**src/tlpr_pkg.sv**
```systemverilog
package tlpr_pkg;

   // field widths
   localparam int TILE_W   = 8;
   localparam int NUMBER_W = 8;
   localparam int BRIGHT_W = 8;
   localparam int CHAN_W   = 8;
   localparam int COLOR_W  = 3 * CHAN_W;
   localparam int INDEX_W  = 13;
   localparam int PROD_W   = BRIGHT_W + CHAN_W;

   // default geometry of one tile
   localparam int DEFAULT_TILE_PITCH = 20;
   localparam int DEFAULT_TILE_SPAN  = 21;

   // position groups inside a tile
   localparam int SEGMENT_COUNT   = 7;   // positions 0..6: seven-segment digit
   localparam int TENS_END        = 9;   // positions 7..8: tens marker
   localparam int RING_LAST       = 20;  // positions 9..20: edge (odd) / water (even)
   localparam int TENS_THRESHOLD  = 10;
   localparam int DIGIT_COUNT     = 10;

   // segment patterns, bit k lights position k
   localparam logic [SEGMENT_COUNT-1:0] SEG_PATTERN [DIGIT_COUNT] = '{
      7'd63, 7'd6, 7'd91, 7'd79, 7'd102, 7'd109, 7'd125, 7'd7, 7'd127, 7'd111
   };

   typedef struct packed {
      logic [TILE_W-1:0]   tile;
      logic [NUMBER_W-1:0] shown_number;
      logic [BRIGHT_W-1:0] number_brightness;
      logic [COLOR_W-1:0]  number_color;
      logic [BRIGHT_W-1:0] edge_brightness;
      logic [COLOR_W-1:0]  edge_color;
      logic [BRIGHT_W-1:0] water_brightness;
      logic [COLOR_W-1:0]  water_color;
   } req_type;

   typedef struct packed {
      logic [INDEX_W-1:0] pixel_index;
      logic [COLOR_W-1:0] pixel_color;
      logic               final_pixel;
   } rsp_type;

   // one pixel leaving the sequencer, before scaling
   typedef struct packed {
      logic                valid;
      logic [BRIGHT_W-1:0] bright;
      logic [COLOR_W-1:0]  color;
      logic [INDEX_W-1:0]  index;
      logic                last;
   } pix_type;

   // tens flag: number of ten or more
   function automatic logic tens_of(input logic [NUMBER_W-1:0] num);
      return num >= NUMBER_W'(TENS_THRESHOLD);
   endfunction

   // segment pattern of the units digit; numbers of twenty or more are blank
   function automatic logic [SEGMENT_COUNT-1:0] digit_pattern(input logic [NUMBER_W-1:0] num);
      logic [NUMBER_W-1:0] digit;
      digit = tens_of(num) ? num - NUMBER_W'(TENS_THRESHOLD) : num;
      if (digit < NUMBER_W'(DIGIT_COUNT)) begin
         return SEG_PATTERN[digit[3:0]];
      end
      return '0;
   endfunction

endpackage

```
**src/tlpr_seq.sv**
```systemverilog
module tlpr_seq
   import tlpr_pkg::*;
#(
   parameter int TILE_PITCH = DEFAULT_TILE_PITCH,
   parameter int TILE_SPAN  = DEFAULT_TILE_SPAN
) (
   input  logic    clock,
   input  logic    reset,
   input  logic    start,
   input  req_type req,
   output logic    busy,
   output pix_type pix
);

   localparam int POS_W  = $clog2(TILE_SPAN);
   localparam int BASE_W = TILE_W + $clog2(TILE_PITCH + 1);
   localparam logic [POS_W-1:0] POS_LAST = POS_W'(TILE_SPAN - 1);

   logic                     active_ff, active_in;
   logic [POS_W-1:0]         pos_ff, pos_in;
   req_type                  cmd_ff;
   logic [INDEX_W-1:0]       base_ff;
   logic [SEGMENT_COUNT-1:0] pattern_ff;
   logic                     tens_ff;
   pix_type                  pix_ff, pix_in;
   logic                     accept;
   logic                     at_last;
   logic [BASE_W-1:0]        base_full;

   assign at_last = pos_ff == POS_LAST;
   assign busy    = active_ff && !at_last;
   assign accept  = start && !busy;

   assign base_full = BASE_W'(req.tile) * BASE_W'(TILE_PITCH);

   // position counter; a new command loads while the last pixel goes out
   always_comb begin
      active_in = active_ff;
      pos_in    = pos_ff;
      if (accept) begin
         active_in = 1'b1;
         pos_in    = '0;
      end else if (active_ff) begin
         if (at_last) begin
            active_in = 1'b0;
         end else begin
            pos_in = pos_ff + 1'b1;
         end
      end
   end

   // group select for the current position
   always_comb begin
      logic lit_number;
      lit_number    = 1'b0;
      pix_in.valid  = active_ff;
      pix_in.bright = '0;
      pix_in.color  = '0;
      pix_in.index  = base_ff + INDEX_W'(pos_ff);
      pix_in.last   = at_last;
      if (pos_ff < POS_W'(SEGMENT_COUNT)) begin
         lit_number = pattern_ff[pos_ff[2:0]];
      end else if (pos_ff < POS_W'(TENS_END)) begin
         lit_number = tens_ff;
      end else if (pos_ff <= POS_W'(RING_LAST)) begin
         if (pos_ff[0]) begin
            pix_in.bright = cmd_ff.edge_brightness;
            pix_in.color  = cmd_ff.edge_color;
         end else begin
            pix_in.bright = cmd_ff.water_brightness;
            pix_in.color  = cmd_ff.water_color;
         end
      end
      if (lit_number) begin
         pix_in.bright = cmd_ff.number_brightness;
         pix_in.color  = cmd_ff.number_color;
      end
   end

   // control state
   always_ff @(posedge clock) begin
      if (reset) begin
         active_ff <= 1'b0;
         pos_ff    <= '0;
      end else begin
         active_ff <= active_in;
         pos_ff    <= pos_in;
      end
   end

   // command payload
   always_ff @(posedge clock) begin
      if (accept) begin
         cmd_ff     <= req;
         base_ff    <= INDEX_W'(base_full);
         pattern_ff <= digit_pattern(req.shown_number);
         tens_ff    <= tens_of(req.shown_number);
      end
   end

   // pixel register; only the valid bit is cleared by reset
   always_ff @(posedge clock) begin
      if (reset) begin
         pix_ff.valid <= 1'b0;
      end else begin
         pix_ff.valid <= pix_in.valid;
      end
      pix_ff.bright <= pix_in.bright;
      pix_ff.color  <= pix_in.color;
      pix_ff.index  <= pix_in.index;
      pix_ff.last   <= pix_in.last;
   end

   assign pix = pix_ff;

endmodule

```
**src/tlpr_scale.sv**
```systemverilog
module tlpr_scale
   import tlpr_pkg::*;
(
   input  logic    clock,
   input  logic    reset,
   input  pix_type pix,
   output logic    strobe,
   output rsp_type rsp
);

   // stage 1: brightness times channel
   logic                valid1_ff;
   logic [PROD_W-1:0]   prod_ff [3];
   logic [INDEX_W-1:0]  index1_ff;
   logic                last1_ff;

   // stage 2: divide by 255 and register the result
   logic                valid2_ff;
   rsp_type             rsp_ff, rsp_in;

   always_ff @(posedge clock) begin
      for (int c = 0; c < 3; c++) begin
         prod_ff[c] <= PROD_W'(pix.bright) * PROD_W'(pix.color[c*CHAN_W +: CHAN_W]);
      end
      index1_ff <= pix.index;
      last1_ff  <= pix.last;
   end

   // floor(x/255) = (x + (x >> 8) + 1) >> 8, exact for x up to 255*255
   always_comb begin
      logic [PROD_W:0] sum;
      rsp_in.pixel_index = index1_ff;
      rsp_in.final_pixel = last1_ff;
      rsp_in.pixel_color = '0;
      for (int c = 0; c < 3; c++) begin
         sum = {1'b0, prod_ff[c]} + (PROD_W+1)'(prod_ff[c] >> CHAN_W) + 1'b1;
         rsp_in.pixel_color[c*CHAN_W +: CHAN_W] = sum[CHAN_W +: CHAN_W];
      end
   end

   always_ff @(posedge clock) begin
      rsp_ff <= rsp_in;
   end

   always_ff @(posedge clock) begin
      if (reset) begin
         valid1_ff <= 1'b0;
         valid2_ff <= 1'b0;
      end else begin
         valid1_ff <= pix.valid;
         valid2_ff <= valid1_ff;
      end
   end

   assign strobe = valid2_ff;
   assign rsp    = rsp_ff;

endmodule

```
**src/tile_led_pattern_renderer.sv**
```systemverilog
// Pipeline: the first pixel write of a command passes the position counter, the pixel
// register, the product and the result register; the following writes come one per cycle,
// TILE_SPAN writes in all. Commands: the single pixel position counter takes one command at
// a time; busy drops during the last position so the next command enters without a gap.
// Reset: synchronous, clears the sequencer and the pipeline valid bits, so pixel writes in
// flight are dropped; the receiver must take every strobed write, the block does not check.
module tile_led_pattern_renderer
   import tlpr_pkg::*;
#(
   parameter int TILE_PITCH = DEFAULT_TILE_PITCH,
   parameter int TILE_SPAN  = DEFAULT_TILE_SPAN
) (
   input  logic    clock,
   input  logic    reset,
   input  logic    start,
   output logic    busy,
   input  req_type req_data,
   output logic    strobe,
   output rsp_type rsp_data
);

   pix_type pix;

   tlpr_seq #(
      .TILE_PITCH (TILE_PITCH),
      .TILE_SPAN  (TILE_SPAN)
   ) u_seq (
      .clock (clock),
      .reset (reset),
      .start (start),
      .req   (req_data),
      .busy  (busy),
      .pix   (pix)
   );

   tlpr_scale u_scale (
      .clock  (clock),
      .reset  (reset),
      .pix    (pix),
      .strobe (strobe),
      .rsp    (rsp_data)
   );

   // an accepted command shows its first write after the pipeline depth
   assert property (@(posedge clock) disable iff (reset) start && !busy |-> ##4 strobe)
      else $error("first pixel write missing after command transfer");

   // a fresh command keeps the block busy
   assert property (@(posedge clock) disable iff (reset) start && !busy |=> busy)
      else $error("busy low right after command transfer");

   // pixel writes of one tile run on consecutive indexes
   assert property (@(posedge clock) disable iff (reset)
      strobe && !rsp_data.final_pixel |=>
         strobe && rsp_data.pixel_index == INDEX_W'($past(rsp_data.pixel_index) + 1'b1))
      else $error("pixel write sequence broken");

   // final marks never come back to back
   assert property (@(posedge clock) disable iff (reset)
      strobe && rsp_data.final_pixel |=> !(strobe && rsp_data.final_pixel))
      else $error("final pixel repeated");

endmodule

```
**config.mk**
```make
export PLATFORM = sky130hd
export DESIGN_NAME = tile_led_pattern_renderer
export DESIGN_NICKNAME = d
export VERILOG_FILES = /design/src/tlpr_pkg.sv /design/src/tlpr_seq.sv /design/src/tlpr_scale.sv /design/src/tile_led_pattern_renderer.sv
export SDC_FILE = /design/constraint.sdc
export NUM_CORES = 1
export LEC_CHECK = 0
export BUFFER_PORTS_ARGS = -buffer_cell sky130_fd_sc_hd__buf_2
export CORE_AREA = 8 8 188 146
export CTS_CLUSTER_SIZE = 14
export DETAILED_ROUTE_END_ITERATION = 10
export DIE_AREA = 0 0 196 154
export GPL_ROUTABILITY_DRIVEN = 0
export MAX_ROUTING_LAYER = met4
export PLACE_DENSITY = 0.86
export RECOVER_POWER = 25
export SLEW_MARGIN = 20
export SYNTH_ARGS = -nofsm -noshare
export SYNTH_HDL_FRONTEND = slang
export SYNTH_HIERARCHICAL = 1
export SYNTH_SLANG_ARGS = --single-unit
```
**constraint.sdc**
```tcl
create_clock -name clock -period 10.7 [get_ports clock]
set_input_delay 2.14 -clock clock [delete_from_list [all_inputs] [get_ports clock]]
set_output_delay 2.14 -clock clock [all_outputs]
set_load 0.05 [all_outputs]
```
=== Word-level counts from Yosys, hierarchy flattened ===
Memories as Yosys holds them, arrays and structs flattened. A register that Yosys moved wholly into a read port is not among the register bits.
Cells that the tools add are included.

* Add/sub/neg operators: 9
* Multiply operators: 4
* $lt $le $gt $ge: 6
* Equality and inequality tests: 1
* Multiplexer cells: 15
* Bitwise operators: 2
* Reductions and logical operators: 7

{| class="wikitable"
|+ Operators with widths
! cell !! count
|-
| two-way mux 32 bit || 5
|-
| adder 16 x 1 -> 16 bit (second input constant) || 3
|-
| adder 16 x 8 -> 16 bit || 3
|-
| multiplier 8 x 8 -> 16 bit || 3
|-
| adder 13 x 5 -> 13 bit || 1
|-
| multiplier 8 x 3 -> 11 bit (second input constant) || 1
|-
| >= comparator 8 x 4 -> 1 bit (second input constant) || 1
|-
| less-than comparator 8 x 4 -> 1 bit (second input constant) || 1
|-
| two-way mux 1 bit || 8
|-
| two-way mux 8 bit || 1
|-
| subtractor 8 x 4 -> 8 bit (second input constant) || 1
|-
| adder 5 x 1 -> 5 bit (second input constant) || 1
|-
| equality test 5 bit (second input constant) || 1
|-
| <= comparator 5 bit (second input constant) || 1
|-
| less-than comparator 5 x 3 -> 1 bit (second input constant) || 1
|-
| less-than comparator 5 x 4 -> 1 bit (second input constant) || 1
|-
| NOT 4 -> 5 bit || 1
|-
| less-than comparator 3 x 4 -> 1 bit (second input constant) || 1
|-
| binary-select mux 1 bit (select 3 bit) || 1
|-
| logical NOT 1 bit || 3
|-
| logical AND 1 bit || 2
|-
| AND reduction 2 bit || 1
|-
| OR reduction 2 bit || 1
|-
| NOT 1 bit || 1
|}

* Register bits: 215
* Memory bits (writable): 48
* ROM bits: 112
* Bits of input ports: 115
* Output and inout port bits: 40
* Word-level logic and storage cells: 68
* Memories: 2

{| class="wikitable"
|+ Memory list
! name !! words !! bits a word !! read ports !! clocked after Yosys merged registers in !! wr ports !! RTL line !! text
|-
| (name not given) || 16 || 7 || 1 || 1 || 0 || tlpr_pkg.sv:64 || <nowiki>return SEG_PATTERN[digit[3:0]];</nowiki>
|-
| u_scale.prod_ff || 3 || 16 || 3 || 0 || 3 || tlpr_scale.sv:13 || <nowiki>logic [PROD_W-1:0] prod_ff [3];</nowiki>
|}

=== Longest topological paths before layout ===
Gate-level depths: netlist of the first run.

* Depth after elaboration: 7
* Depth in mapped cells: 17

=== Hierarchy ===
Netlist of the first run, hierarchy kept.

{| class="wikitable"
|+ Modules (own cells, without submodules)
! module !! instances !! cells each !! area each (um^2)
|-
| tlpr_scale || 1 || 950 || 9201.3
|-
| tlpr_seq || 1 || 425 || 6397.4
|}

=== Least setup slack after synthesis of the first run ===
Ideal clock, no wire load.

* Kind: in2reg
* Start: in start
* End: reg u_seq.base_ff[10], enable pin
* Data arrival time: 7.133 ns
* Setup slack: 2.966 ns
* Cell stages on the path: 1
* Cells stage by stage: nor2b_1

* Longest elaborated chain between the ends: 1

{| class="wikitable"
|+ Ends and longest elaborated chain
! item !! RTL line !! text
|-
| from (decl) || tile_led_pattern_renderer.sv:15 || <nowiki>input logic start,</nowiki>
|-
| logical AND 1 bit || tlpr_seq.sv:32 || <nowiki>assign accept = start && !busy;</nowiki>
|-
| to (signal assigned) || tlpr_seq.sv:95 || <nowiki>base_ff <= INDEX_W'(base_full);</nowiki>
|-
| to (decl) || tlpr_seq.sv:22 || <nowiki>logic [INDEX_W-1:0] base_ff;</nowiki>
|}

No other way between the ends.
A chain may end at the register's enable or synchronous reset.

=== Final worst setup path of the first run ===
* Start: reg u_seq.pos_ff[0]
* End: out busy

* Longest elaborated chain between the ends: 3

{| class="wikitable"
|+ Ends and longest elaborated chain
! item !! RTL line !! text
|-
| from (decl) || tlpr_seq.sv:20 || <nowiki>logic [POS_W-1:0] pos_ff, pos_in;</nowiki>
|-
| from (signal assigned) || tlpr_seq.sv:87 || <nowiki>pos_ff <= pos_in;</nowiki>
|-
| equality test 5 bit || tlpr_seq.sv:30 || <nowiki>assign at_last = pos_ff == POS_LAST;</nowiki>
|-
| logical NOT 1 bit || tlpr_seq.sv:31 || <nowiki>assign busy = active_ff && !at_last;</nowiki>
|-
| logical AND 1 bit || tlpr_seq.sv:31 ||
|-
| to (decl) || tile_led_pattern_renderer.sv:16 || <nowiki>output logic busy,</nowiki>
|}

No other way between the ends.

==> summary.txt, run 1 <==
CP arrival -> 4040 ps
Placed instance area -> 0.0167 sq mm
Total GRT Usage -> 23.0%
FMAX -> 162 MHz
Pre-CTS setup slack -> 5810 ps
Synthesis Warnings -> 6
H-tree levels -> 1
Hold depth -> 0
Syn_area_per_cell -> 11.3 sq um
Number of CTS-inserted buffers -> 26
Register area share after synthesis -> 42.0%
Syn_nets -> 1749
Clock sinks -> 270
Sequential share of power -> 48.6%
Worst-path clk slew -> 60 ps
Post-synthesis cell type count -> 65
Largest net degree at the start of global routing -> 78
Critical Path Fanout Max -> 44
Number of flops mapped to enable cells by yosys -> 115
P_sw -> 702 uW
CP endpoint kind -> output pin
Maximum Capacitance Violations -> 1
Yosys reg bits -> 270
Vias in the first global route -> 11200
Clock power frac -> 35.9%
Via Count -> 10500
Pins over their slew limit -> 45
Worst slew pin tran -> 3100 ps
Die ar. -> 0.0302 sq mm
Detail Placement HPWL -> 24.3 mm
Share of layout cells above drive strength 1 -> 13.7%
Hold Vio Cnt, Final -> 0
Worst-Skew Late Latency -> 550 ps
Maximum buffer depth of the clock tree -> 3
IO Count -> 155
Worst hold endpoint -> u_scale/rsp[36]
Final nets -> 1900
TNS Setup -> 0 ps
Core area -> 0.0244 sq mm
DR DRC count -> 0
Buffers on Ports -> 154
Fin cells -> 1860
CTS Hold Bufs -> 0
Hold Startpoint -> u_scale/index1_ff[11]
RR Startpoint -> u_seq/pix[38]
Cell area power density -> 145 mW/mm^2
Share of total power in combinational logic -> 15.5%
CTS tree -> yes
Routed Antenna Nets -> 0
Cells after DPL -> 1810
RSZ-0062 raised after global routing -> no
Async S/R FF share, synth -> 0%
Total grt overflow -> 0
Cell count after synthesis -> 1375
Top_reg_cell synth -> dfxtp_1
Failing checks -> capacitance limit, slew limit
Cell Area, Synth -> 0.0156 sq mm
Final Skew -> 14.9 ps
Internal cell power -> 1840 uW
Sequential cell area -> 0.00656 sq mm
Flop2flop setup slack -> 5730 ps
Vias per inst -> 5.65
DRT iter0 DRCs -> 902
Setup crit start kind -> flip-flop
Die W -> 196 microns
Leakage -> 0.00822 uW
Final period utilization -> 57.8%
Root Driver -> clkbuf_16
Routed length per placed instance -> 18.1 microns
CP required -> 8560 ps
Min Tclk post-route -> 6180 ps
R2r worst-path depth -> 14
Fillers -> 1633
Post-CTS sizing -> 0
Hold Path Class -> reg -> reg
First-pass GRT wire length -> 55.4 mm
Final WS setup -> 4520 ps
Slew headroom -> -106%
RR Endpoint -> u_scale/prod_ff[0][29]
Initial Util -> 63.9%
Worst setup startpoint -> u_seq/pos_ff[0]
Area Overhead vs Synth -> 12.4%
Status -> complete, but fails checks
Row Count -> 50
Final instance area -> 0.0175 sq mm
Footprint of the multi-input gates -> 0.00830 sq mm
Setup CP Type -> reg -> out
Initial antenna violation count -> 2
Switching Fraction -> 27.6%
Maximum VDD drop -> 0.000128 V
Endpoints failing setup -> 0
Pre-antenna DRT Iters -> 5
Die H -> 154 microns
Final wirelength -> 33.6 mm
Post-CTS setup buffers -> 0
==> cell usage in the layout, fill, tap and decap left out, drive strengths merged, types with 7 or more instances in the layout <==
cell type  count
inv          171
o2bb2ai       34
clkinv         7
and2         160
ha           149
xnor2         51
a21oi         47
nor3           8
edfxtp       115
buf          155
mux2i         35
clkbuf        41
o211ai         8
nand2         75
dfxtp        155
xor2          20
fa           110
nand3         11
nor2          48
a21o          18
o21ai         35
nor2b         14
==> cell type report <==
class / instances / share of cell area (%)
sequential: 270 / 37.4
clock buffer: 39 / 4.36
inverter: 170 / 3.64
tap: 312 / 2.23
multi-input combinational: 901 / 47.3
antenna: 2 / 0.0285
timing repair buffer: 157 / 4.49
clock inverter: 9 / 0.542
==> per-stage QoR <==
stage / hold WS [ps] / util (%) / power [uW]
floorplan: 310 / - / 1520
global placement: 311 / 68.4 / 1620
detailed placement: 312 / 68.4 / 1640
CTS: 326 / 71.9 / 2560
global route: 332 / 71.9 / 2650
finish: 326 / 71.9 / 2540
==> kinds of logic (layout without fill, tap and decap cells) <==
kind of cell             count (synthesis)  in the layout  share of synthesized area [%]
AND/OR/NAND/NOR                        349            349                           12.2
flip-flops                             270            270                           42.0
adder cells (fa/ha/maj)                259            259                           26.1
buffers and inverters                  204            375                           4.97
AO/OA/AOI/OAI                          186            186                           8.33
XOR/XNOR                                71             71                           3.99
multiplexers                            36             36                           2.39
other                                    0              2                              0
==> how the worst max path moves through the flow <==
stage,end,slack (ps),depth (start not counted)
after floorplan,u_seq/base_ff[10],2970,1
after global placement,u_scale/prod_ff[0][29],5990,14
after detailed placement,u_scale/prod_ff[0][13],5810,14
after CTS,u_scale/prod_ff[0][29],5800,14
after global routing,busy,4220,3
final,busy,4520,3
==> registers in the layout, indices dropped and copies added (netlist names) <==
name and count:
u_scale/prod_ff 48, u_scale/valid1_ff 1, u_seq/pattern_ff 7, u_seq/pix 47, u_seq/base_ff 11, u_scale/strobe 1, u_seq/tens_ff 1, u_scale/rsp 38
u_scale/index1_ff 13, u_seq/pos_ff 5, u_scale/last1_ff 1, u_seq/cmd_ff 96, u_seq/active_ff 1
==> critical path, stage by stage (launching register included) <==
cell and delay (ps):
dfxtp_1 300, clkbuf_1 2180, o41a_1 660, buf_2 340
==> power by group through the flow <==
stage,clock network (uW),registers (uW),logic [uW]
after global routing,967,1250,440
after CTS,928,1240,395
final,913,1240,394
after detailed placement,0,1260,387
after floorplan,0,1290,235
after global placement,0,1250,373
==> Yosys cell counts, types with 2 or more instances <==
master / instances / share of area (%)
dfxtp_1: 155 / 20
a2111oi_2: 2 / 0.19
fa_1: 110 / 14
o211ai_1: 8 / 0.39
nand4_1: 6 / 0.24
ha_1: 149 / 12
xor2_1: 20 / 1.1
nand2_1: 75 / 1.8
nor2b_1: 14 / 0.56
o21ai_1: 7 / 0.22
nand3b_1: 4 / 0.19
a211oi_1: 6 / 0.29
buf_1: 2 / 0.048
nor3_1: 7 / 0.22
o311a_1: 2 / 0.13
o21a_1: 6 / 0.29
clkbuf_1: 24 / 0.58
o21ai_0: 27 / 0.87
buf_2: 8 / 0.26
a21oi_1: 45 / 1.4
o21bai_1: 4 / 0.19
o2bb2ai_1: 34 / 1.9
edfxtp_1: 115 / 22
a22oi_1: 2 / 0.096
a31o_2: 3 / 0.17
and2_1: 160 / 6.4
xnor2_1: 51 / 2.9
nor2_1: 48 / 1.2
inv_1: 170 / 4.1
nor3b_1: 3 / 0.14
and3_1: 5 / 0.20
a21o_1: 18 / 0.87
a31oi_1: 5 / 0.20
nor4_1: 3 / 0.12
o31ai_1: 2 / 0.096
nand3_1: 10 / 0.32
nand2b_1: 3 / 0.12
mux2i_1: 35 / 2.2
==> metal layers <==
layer	routed length, microns	global-route usage (%)	vias to the layer above
met2	15700	37.4	420
li1	-	-	4911
met3	2400	4.30	76
met1	14600	29.5	5110
met5	0	-	-
met4	881	6.41	0
Note: power is estimated with default switching activity, not from simulation.
==> run 2, diff against run 1 <==
Settings changed: ABC_AREA from default to 1, CORE_AREA 8 8 188 146 to 8 8 215 166, DIE_AREA 0 0 196 154 to 0 0 223 174, PLACE_DENSITY 0.86 to 0.77.
Clock period 10.7 ns to 5.4 ns, I/O delays scaled along.
==> run 2 against run 1 <==
The run now ends clean. Global-route usage fell by 3.0 points. Sequential cell count did not move. Sequential power rose by 100%. Cell area rose by 12%. First-iteration DRC count rose by 6.5%. Via count rose by 29%. Worst setup slack got worse by 3600 ps. Die area rose by 29%. Utilization fell by 12 points. Clock power rose by 110%. Worst hold slack barely moved. Non-clock buffer count rose by 9.
==> summary.txt, run 2 <==
Maximum buffer depth of the clock tree -> 3
Cell Chain, Critical Path -> nand2_1 -> fa_1 -> fa_1 -> inv_1 -> fa_1 -> inv_1 -> fa_1 -> inv_1 -> ha_1 -> nand2_1 -> o21bai_1 -> nor2_1 -> xnor2_1
CP arrival -> 4980 ps
Die W -> 223 microns
H-tree levels -> 1
CP max stage delay -> 970 ps
Largest register FFs -> 96
P_sw -> 1780 uW
Synth area leader -> edfxtp_1
Post-layout total power -> 5670 uW
Maximum VDD drop -> 0.000301 V
Cell Area, Synth -> 0.0175 sq mm
Vias in the first global route -> 13500
CTS Hold Bufs -> 0
Syn_nets -> 2535
Synthesis Warnings -> 6
Hold Vio Cnt, Final -> 0
Setup crit start kind -> flip-flop
DR DRC count -> 0
Largest net degree at the start of global routing -> 40
Register area share after synthesis -> 37.5%
Total GRT Usage -> 20.1%
Routed length per placed instance -> 14.0 microns
Initial Util -> 53.7%
Worst slew pin tran -> 988 ps
Number of CTS-inserted buffers -> 27
RSZ-0062 raised after global routing -> no
Die ar. -> 0.0388 sq mm
Synth top cells by count -> nand2_1 (733), inv_1 (469), dfxtp_1 (155)
Root Driver -> clkbuf_16
Status -> finished clean
Critical Path Fanout Max -> 24
Cell count after synthesis -> 2161
Cell area power density -> 290 mW/mm^2
Endpoints failing setup -> 0
Area Overhead vs Synth -> 11.9%
Share of layout cells above drive strength 1 -> 10.7%
CP endpoint kind -> flip-flop
IO Count -> 155
Leading cell types in the layout, fill and taps excluded -> nand2_1 (733), inv_1 (469), dfxtp_1 (155), buf_2 (153), ha_1 (149)
Switching Fraction -> 31.4%
Final Skew -> 20.2 ps
Core area -> 0.0326 sq mm
First-pass GRT wire length -> 63.8 mm
Leakage -> 0.0112 uW
Post-CTS setup buffers -> 0
Sequential share of power -> 44.6%
Vias per inst -> 4.93
Total grt overflow -> 0
DRT iter0 DRCs -> 961
Clock sinks -> 270
Worst-path clk slew -> 70 ps
Row Count -> 58
Min Tclk post-route -> 4510 ps
Via Count -> 13500
CP required -> 5870 ps
CTS tree -> yes
Async S/R FF share, synth -> 0%
Top_reg_cell synth -> dfxtp_1
Pre-antenna DRT Iters -> 6
Met2 wire length -> 18.1 mm
TNS Setup -> 0 ps
Syn_area_per_cell -> 8.10 sq um
Wl on met1 -> 17.1 mm
Setup CP Type -> reg -> reg
Number of flops mapped to enable cells by yosys -> 115
Detail Placement HPWL -> 29.7 mm
Clock power frac -> 34.5%
FMAX -> 222 MHz
Buffers on Ports -> 154
Metal3 WL -> 2.56 mm
Final nets -> 2675
Uppermost routed layer -> met4
Maximum Capacitance Violations -> 0
Cell mode on critical path -> fa_1
Worst-Skew Late Latency -> 570 ps
Internal cell power -> 3890 uW
Share of total power in combinational logic -> 20.9%
Most frequent cell after synthesis -> nand2_1
Yosys reg bits -> 270
Slowest CP cell -> dfxtp_1
Fillers -> 2748
Top reg by flops -> u_seq/cmd_ff
Final period utilization -> 83.5%
Pins over their slew limit -> 0
Die H -> 174 microns
Slew headroom -> 34.0%
Most common cell after layout, fill and taps aside -> nand2_1
Hold Path Class -> reg -> reg
Final wirelength -> 38.4 mm
Initial antenna violation count -> 1
Share of the synthesized area in the top cell type -> 19.7%
Post-synthesis cell type count -> 41
Routed Antenna Nets -> 0
Post-CTS sizing -> 0
Synth top area cells -> edfxtp_1 (20%), dfxtp_1 (18%), nand2_1 (16%)
[run 2: cell types whose count changed after synthesis, moves of 16 or more]
cell,previous run,this run
inv_1,170,469
mux2i_1,35,0
nand3_1,10,63
o2bb2ai_1,34,0
a21o_1,18,2
nand2_1,75,733
clkbuf_1,24,43
nand4_1,6,24
xnor2_1,51,21
nor2_1,48,105
and2_1,160,6
[run 2: path summary, 6_finish.rpt]
check                           slack, ps                  from  depth (start not counted)                endpoint
worst max-delay path                  890         u_seq/pix[39]                         13  u_scale/prod_ff[0][25]
worst min-delay path                  330  u_scale/index1_ff[0]                          0         u_scale/rsp[25]
worst max register to register        890         u_seq/pix[39]                         13  u_scale/prod_ff[0][25]
worst min register to register        330  u_scale/index1_ff[0]                          0         u_scale/rsp[25]
[run 2: critical path: cells and delay by family, from the launching register on]
family                   cells  cell delay (ps)
buffers and inverters        3              150
AND/OR/NAND/NOR              3              370
XOR/XNOR                     1              200
flip-flops                   1              970
adder cells (fa/ha/maj)      5             2470
AO/OA/AOI/OAI                1              240
[run 2: layout make-up]
cell class              count  area [sq um]  share of cell area [%]
clock inverters            13           170                   0.869
flip-flops and latches    270          6560                    33.5
diodes                      1          2.50                  0.0128
multi-input cells        1363          8920                    45.6
repair buffers            166           860                    4.39
well taps                 420           526                    2.68
clock buffers              37           764                    3.91
inverters                 473          1780                    9.07
[run 2: power groups by stage]
| stage | Sequential (uW) | Clock (uW) | Combinational (uW) |
|---|---|---|---|
| floorplan | 2630 | 0 | 775 |
| global placement | 2560 | 0 | 1150 |
| detailed placement | 2570 | 0 | 1180 |
| CTS | 2530 | 2000 | 1190 |
| global route | 2550 | 2080 | 1340 |
| finish | 2530 | 1960 | 1190 |
[run 2: kinds of logic (layout without fill, tap and decap cells)]
family | Yosys count | after routing | share of synthesized area, %
xor+xnor | 40 | 40 | 2.00
buf+inv | 528 | 689 | 11.6
flops | 270 | 270 | 37.5
simple gates | 978 | 978 | 22.8
compound gates | 86 | 86 | 2.89
fa+ha+maj | 259 | 259 | 23.2
other cells | 0 | 1 | 0
[run 2: metal layers]
layer  track usage [%]  vias up
met3              3.55       42
met4              4.33        0
met2              33.1      421
met5                 -        -
met1              25.7     6274
li1                  -     6788
[run 2: through the flow]
| stage | hold slack (ps) | cell area (sq um) | util, % | setup WS (ps) | cells |
|---|---|---|---|---|---|
| after floorplan | 310 | 17500 | - | 662 | 2161 |
| after global placement | 310 | 18600 | 57.2 | 1050 | 2692 |
| after global routing | 331 | 19600 | 60.1 | 642 | 2743 |
| after detailed placement | 312 | 18600 | 57.2 | 955 | 2692 |
| final | 327 | 19600 | 60.1 | 890 | 2743 |
| after CTS | 326 | 19600 | 60.1 | 921 | 2742 |
